**config.mk**
```make
export PLATFORM = sky130hd
export DESIGN_NAME = integer_to_ascii_formatter
export DESIGN_NICKNAME = d
export VERILOG_FILES = /design/src/iaf_pkg.sv /design/src/integer_to_ascii_formatter.sv /design/src/iaf_digit_unit.sv
export SDC_FILE = /design/constraint.sdc
export NUM_CORES = 1
export LEC_CHECK = 0
export ABC_AREA = 0
export BUFFER_PORTS_ARGS = -buffer_cell sky130_fd_sc_hd__buf_2
export CAP_MARGIN = 40
export CORE_ASPECT_RATIO = 0.9
export CORE_UTILIZATION = 55
export CTS_CLUSTER_DIAMETER = 30
export DETAILED_ROUTE_END_ITERATION = 12
export PLACE_DENSITY = 0.71
export RECOVER_POWER = 100
export SLEW_MARGIN = 20
export SYNTH_ARGS = -nofsm -noshare
export SYNTH_HDL_FRONTEND = slang
export SYNTH_SLANG_ARGS = --single-unit
```
**constraint.sdc**
```tcl
create_clock -name i_clk -period 5.4 [get_ports i_clk]
set_clock_uncertainty 0.2 [all_clocks]
set_input_delay 0.81 -clock i_clk [delete_from_list [all_inputs] [get_ports i_clk]]
set_output_delay 0.81 -clock i_clk [all_outputs]
set_load 0.05 [all_outputs]
```
**src/iaf_pkg.sv**
```systemverilog
package iaf_pkg;

    // Decimal digits needed for the largest 64-bit value
    localparam int unsigned NDIG   = 20;
    localparam int unsigned ND_W   = $clog2(NDIG + 1);
    localparam int unsigned BCD_W  = 4 * NDIG;
    localparam int unsigned VAL_W  = 64;
    localparam int unsigned STEP_W = $clog2(VAL_W);

    localparam logic [1:0] FMT_SDEC = 2'd0;
    localparam logic [1:0] FMT_UDEC = 2'd1;
    localparam logic [1:0] FMT_HEX  = 2'd2;
    localparam int unsigned FMT_HEX_BIT = 1;

    localparam logic [7:0] CH_ZERO  = 8'h30;
    localparam logic [7:0] CH_A     = 8'h61;
    localparam logic [7:0] CH_SPACE = 8'h20;
    localparam logic [7:0] CH_MINUS = 8'h2d;

    typedef struct packed {
        logic [VAL_W-1:0] value;
        logic [1:0]       format;
        logic             zero_pad;
        logic [5:0]       width;
    } t_in_item;

    typedef struct packed {
        logic [7:0] out_char;
        logic       last;
    } t_out_item;

    typedef struct packed {
        logic load_hex;
        logic load_dec;
        logic step;
        logic shift;
    } t_unit_ctl;

    function automatic logic [7:0] digit_char(input logic [3:0] d);
        logic [7:0] c;
        if (d < 4'd10) begin
            c = CH_ZERO + {4'd0, d};
        end else begin
            c = CH_A + {4'd0, d} - 8'd10;
        end
        return c;
    endfunction

endpackage

```
**src/integer_to_ascii_formatter.sv**
```systemverilog
// Hex values load straight into the digit unit, then leading zero digits are dropped before sign and pad;
// decimal adds 64 double-dabble steps, one input bit per cycle through the shared BCD unit.
// Then one character per cycle while the output is taken; no character goes out on the step from pad to digits.
// One number at a time: a new number is accepted only when the sequencer is back in idle.
// Reset (synchronous, active low) returns the sequencer to idle and drops the output word.
module integer_to_ascii_formatter
    import iaf_pkg::*;
#(
    parameter int unsigned MAX_WIDTH = 63
) (
    input  logic      i_clk,
    input  logic      i_rst_n,
    input  logic      i_valid,
    output logic      o_ready,
    input  t_in_item  i_item,
    output logic      o_valid,
    input  logic      i_ready,
    output t_out_item o_item
);

    localparam logic [5:0] LP_MAX = 6'(MAX_WIDTH);

    typedef enum logic [2:0] {
        S_IDLE,
        S_CONV,
        S_NORM,
        S_SIGN,
        S_PAD,
        S_DIG
    } t_state;

    t_state          r_state, n_state;
    logic [STEP_W-1:0] r_cnt, n_cnt;
    logic [ND_W-1:0] r_nd, n_nd;
    logic [5:0]      r_width, n_width;
    logic            r_neg, n_neg;
    logic            r_zpad, n_zpad;
    logic            r_o_valid, n_o_valid;
    t_out_item       r_o_item, n_o_item;

    t_unit_ctl       w_ctl;
    logic [VAL_W-1:0] w_load_val;
    logic [3:0]      w_top;
    logic            w_free;
    logic            w_accept;
    logic            w_is_hex;
    logic            w_neg_in;
    logic [5:0]      w_wsat;

    iaf_digit_unit u_digit (
        .i_clk      (i_clk),
        .i_ctl      (w_ctl),
        .i_load_val (w_load_val),
        .o_top_digit(w_top)
    );

    assign w_free   = !r_o_valid || i_ready;
    assign w_accept = i_valid && o_ready;
    assign w_is_hex = i_item.format[FMT_HEX_BIT];
    assign w_neg_in = (i_item.format == FMT_SDEC) && i_item.value[VAL_W-1];
    assign w_wsat   = (i_item.width > LP_MAX) ? LP_MAX : i_item.width;
    assign w_load_val = w_neg_in ? (VAL_W'(0) - i_item.value) : i_item.value;

    always_comb begin
        n_state   = r_state;
        n_cnt     = r_cnt;
        n_nd      = r_nd;
        n_width   = r_width;
        n_neg     = r_neg;
        n_zpad    = r_zpad;
        n_o_valid = r_o_valid && !i_ready;
        n_o_item  = r_o_item;
        w_ctl     = '0;
        case (r_state)
            S_IDLE: begin
                if (w_accept) begin
                    w_ctl.load_hex = w_is_hex;
                    w_ctl.load_dec = !w_is_hex;
                    n_neg   = w_neg_in;
                    n_zpad  = i_item.zero_pad;
                    n_width = (w_neg_in && w_wsat != 6'd0) ? w_wsat - 6'd1 : w_wsat;
                    n_cnt   = '0;
                    n_nd    = ND_W'(NDIG);
                    n_state = w_is_hex ? S_NORM : S_CONV;
                end
            end
            S_CONV: begin
                w_ctl.step = 1'b1;
                n_cnt = r_cnt + 1'b1;
                if (r_cnt == STEP_W'(VAL_W - 1)) begin
                    n_state = S_NORM;
                end
            end
            S_NORM: begin
                // drop leading zero digits, keep at least one
                if (w_top == 4'd0 && r_nd > ND_W'(1)) begin
                    w_ctl.shift = 1'b1;
                    n_nd = r_nd - 1'b1;
                end else begin
                    n_state = r_neg ? S_SIGN : S_PAD;
                end
            end
            S_SIGN: begin
                if (w_free) begin
                    n_o_valid = 1'b1;
                    n_o_item  = '{out_char: CH_MINUS, last: 1'b0};
                    n_state   = S_PAD;
                end
            end
            S_PAD: begin
                if (r_width > {{(6-ND_W){1'b0}}, r_nd}) begin
                    if (w_free) begin
                        n_o_valid = 1'b1;
                        n_o_item  = '{out_char: (r_zpad ? CH_ZERO : CH_SPACE), last: 1'b0};
                        n_width   = r_width - 6'd1;
                    end
                end else begin
                    n_state = S_DIG;
                end
            end
            S_DIG: begin
                if (w_free) begin
                    w_ctl.shift = 1'b1;
                    n_o_valid = 1'b1;
                    n_o_item  = '{out_char: digit_char(w_top), last: (r_nd == ND_W'(1))};
                    n_nd      = r_nd - 1'b1;
                    if (r_nd == ND_W'(1)) begin
                        n_state = S_IDLE;
                    end
                end
            end
            default: begin
                n_state = S_IDLE;
            end
        endcase
    end

    always_ff @(posedge i_clk) begin
        if (!i_rst_n) begin
            r_state   <= S_IDLE;
            r_o_valid <= 1'b0;
        end else begin
            r_state   <= n_state;
            r_o_valid <= n_o_valid;
        end
        r_cnt    <= n_cnt;
        r_nd     <= n_nd;
        r_width  <= n_width;
        r_neg    <= n_neg;
        r_zpad   <= n_zpad;
        r_o_item <= n_o_item;
    end

    assign o_ready = (r_state == S_IDLE);
    assign o_valid = r_o_valid;
    assign o_item  = r_o_item;

`ifndef SYNTH
    a_busy_after_accept: assert property (@(posedge i_clk) disable iff (!i_rst_n)
        w_accept |=> !o_ready)
        else $error("accepted a word but stayed ready");

    a_digits_nonzero: assert property (@(posedge i_clk) disable iff (!i_rst_n)
        (r_state == S_DIG || r_state == S_PAD) |-> r_nd != '0)
        else $error("digit count ran out while emitting");

    a_last_ends_item: assert property (@(posedge i_clk) disable iff (!i_rst_n)
        (r_state == S_DIG && w_free && r_nd == ND_W'(1))
            |=> (o_valid && o_item.last && r_state == S_IDLE))
        else $error("final digit not flagged last");

    a_nd_range: assert property (@(posedge i_clk) disable iff (!i_rst_n)
        (r_state != S_IDLE) |-> r_nd <= ND_W'(NDIG))
        else $error("digit count out of range");
`endif

endmodule

```
**src/iaf_digit_unit.sv**
```systemverilog
module iaf_digit_unit
    import iaf_pkg::*;
(
    input  logic             i_clk,
    input  t_unit_ctl        i_ctl,
    input  logic [VAL_W-1:0] i_load_val,
    output logic [3:0]       o_top_digit
);

    logic [VAL_W-1:0] r_bin;
    logic [BCD_W-1:0] r_bcd;
    logic [BCD_W-1:0] n_adj;

    // add 3 to every BCD digit of 5 or more before the doubling shift
    always_comb begin
        for (int i = 0; i < NDIG; i++) begin
            if (r_bcd[4*i +: 4] >= 4'd5) begin
                n_adj[4*i +: 4] = r_bcd[4*i +: 4] + 4'd3;
            end else begin
                n_adj[4*i +: 4] = r_bcd[4*i +: 4];
            end
        end
    end

    always_ff @(posedge i_clk) begin
        if (i_ctl.load_hex) begin
            r_bcd <= {{(BCD_W-VAL_W){1'b0}}, i_load_val};
            r_bin <= i_load_val;
        end else if (i_ctl.load_dec) begin
            r_bcd <= '0;
            r_bin <= i_load_val;
        end else if (i_ctl.step) begin
            r_bcd <= {n_adj[BCD_W-2:0], r_bin[VAL_W-1]};
            r_bin <= {r_bin[VAL_W-2:0], 1'b0};
        end else if (i_ctl.shift) begin
            r_bcd <= {r_bcd[BCD_W-5:0], 4'd0};
        end
    end

    assign o_top_digit = r_bcd[BCD_W-1 -: 4];

endmodule

```
==> reports/results.ini, run 1 <==
[outcome]
outcome = finished with violations
violations = capacitance limit, slew limit

[timing]
setup_ws_ns = 0.999
rsz0062_at_grt = no
tns_ns = 0
fmax_ghz = 0.227
period_share_pct = 81.5
setup_viol = 0
drv_slew = 125
min_period_ns = 4.40
slew_headroom_pct = -10.8
hold_viol_final = 0
tightest_slew_ns = 1.66

[clocking]
hold_buffers = 0
cts_buffers = 17
tritoncts = yes
clock_sinks = 175
clk_latency_ns = 0.45
ctsResizeCount = 0
path_clk_slew_ns = 0.07
cts_buffer_depth = 2
cts_setup_buffers = 0
htreeDepth = 4
root_buffer = clkbuf_16

[floorplan]
rows = 49
die_x_um = 154
start_util_pct = 56.8
coreArea_um2 = 20200
dieArea_um2 = 21500
die_y_um = 139
io_pins = 88

[yosys]
ys_warn_count = 0
synth.avg_cell_area_um2 = 9.04
synth_ff_type = edfxtp_1
ys_ff_latch = 175
synthArstFlopShare_pct = 0
synth_cell_types = 62
yosys.area.top_type = edfxtp_1
synth.top_cells.by_area = edfxtp_1 40%, o21ai_0 6.1%, nand2_1 6.1%
synth_top_area_share_pct = 40.5
yosysSeqAreaShare_pct = 44.0
synth-edff-count = 155
synth_nets = 1402
syn_inst = 1272
synthesis.area_um2 = 11500

[setup_path]
startpoint_type = flip-flop
cp-startpoint = u_digit.r_bcd[77]
rr_startpoint = u_digit.r_bcd[77]
cp.required_ns = 5.33
worstSetupPathType = reg -> reg
crit_path_max_fanout = 18
endpoint_kind = flip-flop
arrival_ns = 4.33

[cells_and_area]
fill_cells = 1734
fin_util_pct = 62.8
design_area_um2 = 12700
drive_above_1_share_pct = 9.25
register_area_um2 = 5050
fin_nets = 1457
multiInputGateArea_um2 = 5950
area.growth.synth_to_final_pct = 10.5

[min_path]
hp-class = reg -> reg
min_from = u_digit.r_bin[39]

[drt]
top_layer = met4
postRouteWirelength_um = 28400
drtAntennaViolNets = 0
m1WireLength_um = 13300
via_count = 9711
dr.pass1.iters = 5
drc = 0
drt-initial-drc-count = 973
vias_per_cell = 6.08
wl_met3_um = 2220
routedWlPerCell_um = 17.8
met2_length_um = 12500

[global_routing]
grtUsageTotal_pct = 27.1
antenna_found_initial = 2
grt_overflow = 0
grt_max_degree = 90
grt_pass1_wl_um = 46100
grt_pass1_vias = 8998

[placement]
hpwl_um = 19400
place_congestion = 0.875
postPlaceCellArea_um2 = 12200
io_buffers = 86
place_ws_ns = 1.17

[flow_run]
maxCapViolCount = 2

[pwr]
p_leak_nw = 4.64
power_mw = 7.76
power_density_nw_per_um2 = 611
vdd_drop_max_mv = 0.341

-- layer usage --
metal,global-route usage [%],up-vias
li1,-,4734
met1,41.0,4551
met2,39.5,395
met3,4.06,31
met4,8.81,0
met5,0,-
-- report_power, final --
| part | switching [mW] | leakage [nW] | total, mW | internal, mW |
|---|---|---|---|---|
| Sequential | 0.511 | 1.67 | 3.05 | 2.54 |
| Clock | 0.552 | 0.296 | 1.33 | 0.777 |
| Combinational | 2.16 | 2.67 | 3.38 | 1.22 |
-- cells in the final DEF, fill, tap and decap left out, drive strengths merged, types with 48 or more instances in the layout --
master	n
inv	65
xor2	48
a21oi	114
xnor2	49
o21ai	144
nand2	187
ha	53
buf	81
nor2	86
edfxtp	155
-- per-stage QoR --
stage | hold WS (ns) | instances
2_1_floorplan | 0.258 | 1272
3_3_place_gp | 0.302 | 1558
6_report | 0.323 | 1597
5_1_grt | 0.330 | 1597
3_5_place_dp | 0.310 | 1560
4_1_cts | 0.321 | 1592
-- path summary, 6_finish.rpt --
check	end	slack [ns]	cells past startpoint
min reg2reg	u_digit.r_bin[40]	0.32	2
max	u_digit.r_bcd[21]	1.0	8
max reg2reg	u_digit.r_bcd[21]	1.0	8
min	u_digit.r_bin[40]	0.32	2
-- area by class of cell --
type                            instances  share of cell area (%)
Multi-Input combinational cell        965                    46.8
Sequential cell                       175                    39.8
Timing Repair Buffer                  104                    4.06
Clock buffer                           19                    3.41
Tap cell                              255                    2.51
Inverter                               64                    1.90
Clock inverter                         13                    1.48
Antenna cell                            2                  0.0394
-- worst max-delay path, cell delays in order, from the launching register on --
cell      delay (ns)
dfxtp_1         0.35
inv_1           0.16
ha_1            0.19
or4b_2          0.62
a211oi_1        0.47
nor2_1          0.23
nand2_1         0.58
clkbuf_1        0.89
buf_4           0.40
-- cells in the mapped netlist, types with 15 or more instances --
cell type	instances
a21oi_1	114
a31oi_1	16
nand2b_1	23
clkbuf_1	56
nand3_1	15
dfxtp_1	20
ha_1	53
edfxtp_1	155
mux2i_1	15
nor3_1	23
xnor2_1	49
o221ai_1	27
nor2_1	86
inv_1	64
o21ai_0	141
xor2_1	48
nand2_1	187
-- sequential cells by signal, summed over array words and instances, names as in the netlist --
register       cells
u_digit.r_bcd     80
u_digit.r_bin     64
o_item             8
r_cnt              6
r_width            6
r_nd               5
r_state            3
o_valid            1
r_neg              1
r_zpad             1
-- logic make-up after synthesis --
family / Yosys count / share of synthesized area, %
flops: 175 / 44.0
simple gates: 416 / 17.0
buf+inv: 132 / 4.35
compound gates: 382 / 20.1
other cells: 2 / 0.0653
fa+ha+maj: 53 / 5.77
xor+xnor: 97 / 7.39
mux: 15 / 1.31
Note: power is estimated with default switching activity, not from simulation.
==> run 2, diff against run 1 <==
--- a/config.mk
+++ b/config.mk
@@ -12,7 +12,7 @@
 export CORE_UTILIZATION = 55
 export CTS_CLUSTER_DIAMETER = 30
 export DETAILED_ROUTE_END_ITERATION = 12
-export PLACE_DENSITY = 0.71
+export PLACE_DENSITY = 0.74
 export RECOVER_POWER = 100
 export SLEW_MARGIN = 20
 export SYNTH_ARGS = -nofsm -noshare
==> constraint.sdc (replaced) <==
create_clock -name i_clk -period 3.9 [get_ports i_clk]
set_clock_uncertainty 0.2 [all_clocks]
set_input_delay 0.585 -clock i_clk [delete_from_list [all_inputs] [get_ports i_clk]]
set_output_delay 0.585 -clock i_clk [all_outputs]
set_load 0.05 [all_outputs]
==> run 2 against run 1 <==
Non-clock buffer count rose by 9; total power increased by 38%; first-iteration DRC count rose by 8.4%; clock-buffer cell count is the same; routed wire length is 1.2% lower; critical endpoint is now u_digit.r_bin[57]; sequential share of layout area shrank 0.26 points; the flow now finishes without violations; global-route usage is 0.72 points lower.
==> reports/results.ini, run 2 (synthesized netlist as in run 1, its figures left out) <==
[floorplan]
die_x_um = 154
rows = 49
coreArea_um2 = 20200
start_util_pct = 56.8
dieArea_um2 = 21500
die_y_um = 139
io_pins = 88

[drt]
drtAntennaViolNets = 0
drc = 0
vias_per_cell = 6.11
routedWlPerCell_um = 17.5
drt-initial-drc-count = 1055
postRouteWirelength_um = 28100
dr.pass1.iters = 7
via_count = 9798

[setup_path]
critical_path_depth = 7
critPathSlowestCell = clkbuf_1
cpMostUsedCell = clkbuf_1
critical-path-top-delay-family = buffers and inverters
endpoint_kind = flip-flop
path_cells = clkbuf_1 -> nor3_1 -> nand2_4 -> inv_1 -> clkbuf_1 -> a31oi_1 -> a211o_1
worstSetupPathType = reg -> reg
crit_path_max_fanout = 22
crit_buf_inv = 3
arrival_ns = 3.29
startpoint_type = flip-flop
cp.required_ns = 3.87
critical_path.max_stage_delay_ns = 0.92
r2r_cells = 7

[clocking]
cts_buffers = 17
path_clk_slew_ns = 0.06
htreeDepth = 4
tritoncts = yes
clk_latency_ns = 0.43
cts_setup_buffers = 0
root_buffer = clkbuf_16
clock_sinks = 175
cts_buffer_depth = 2
hold_buffers = 0
ctsResizeCount = 0

[global_routing]
grt_pass1_wl_um = 45100
grt_pass1_vias = 8826
antenna_found_initial = 0
grtUsageTotal_pct = 26.3
grt_overflow = 0
grt_max_degree = 83

[pwr]
vdd_drop_max_mv = 0.395
p_leak_nw = 4.71
power_density_nw_per_um2 = 835

[cells_and_area]
fin_nets = 1466
fill_cells = 1696
area.growth.synth_to_final_pct = 11.3
final_cell_mix = 185 x nand2_1, 155 x edfxtp_1, 143 x o21ai_0, 114 x a21oi_1, 85 x nor2_1
drive_above_1_share_pct = 10.0
register_area_um2 = 5050
largest_reg_flops = 80
multiInputGateArea_um2 = 5950
top_register = u_digit.r_bcd
stdcell_count = 1604
layout_commonest_cell = nand2_1
diodes = 0

[timing]
period_share_pct = 85.0
min_period_ns = 3.32
fmax_ghz = 0.302
tightest_slew_ns = 1.46
drv_slew = 0
setup_viol = 0
rsz0062_at_grt = no
tns_ns = 0
hold_viol_final = 0
slew_headroom_pct = 2.92

[placement]
place_inst = 1570
hpwl_um = 19500
io_buffers = 86
place_congestion = 0.871

[min_path]
whs_path_depth = 1
hp-class = in -> reg

[outcome]
outcome = finished clean

[flow_run]
maxCapViolCount = 0

[run 2: cell count changes in the layout (fill, tap and decap cells not counted), sizes merged]
cell / change
clkinvlp: -2
diode: -2
clkbuf: -3
clkinv: +5
inv: -2
bufinv: -1
buf: +12
[run 2: layer usage]
layer / track usage, % / vias up / part of all wire [%]
met4: 6.51 / 0 / 1.2
met3: 4.50 / 33 / 7.6
met2: 40.0 / 405 / 44
met1: 39.0 / 4613 / 47
li1: - / 4747 / -
met5: 0 / - / 0
[run 2: cell type report]
class | count | share of cell area [%]
clock buffers | 19 | 3.38
clock inverters | 13 | 1.14
inverters | 64 | 1.89
multi-input cells | 965 | 46.5
flip-flops and latches | 175 | 39.5
well taps | 255 | 2.49
repair buffers | 113 | 5.07
[run 2: worst paths after layout]
path	startpoint	slack (ns)	end
setup / recovery	r_state[2]	0.58	u_digit.r_bin[57]
hold / removal	i_item[6]	0.13	r_zpad
setup reg to reg	r_state[2]	0.58	u_digit.r_bin[57]
hold reg to reg	u_digit.r_bin[22]	0.32	u_digit.r_bin[23]
[run 2: where the power goes]
group	switching (mW)	internal, mW
Clock	0.721	0.998
Combinational	3.01	1.76
Sequential	0.689	3.51
[run 2: stage by stage]
step | hold WS (ns) | util, % | instance area, um2 | power, mW | setup slack, ns
global route | 0.113 | 63.2 | 12800 | 11.5 | 0.306
finish | 0.131 | 63.2 | 12800 | 10.7 | 0.584
floorplan | 0.258 | - | 11500 | 7.60 | 0.399
CTS | 0.115 | 63.4 | 12800 | 10.7 | 0.733
global placement | 0.299 | 60.5 | 12200 | 8.78 | 0.421
detailed placement | 0.311 | 60.5 | 12200 | 8.93 | 0.400
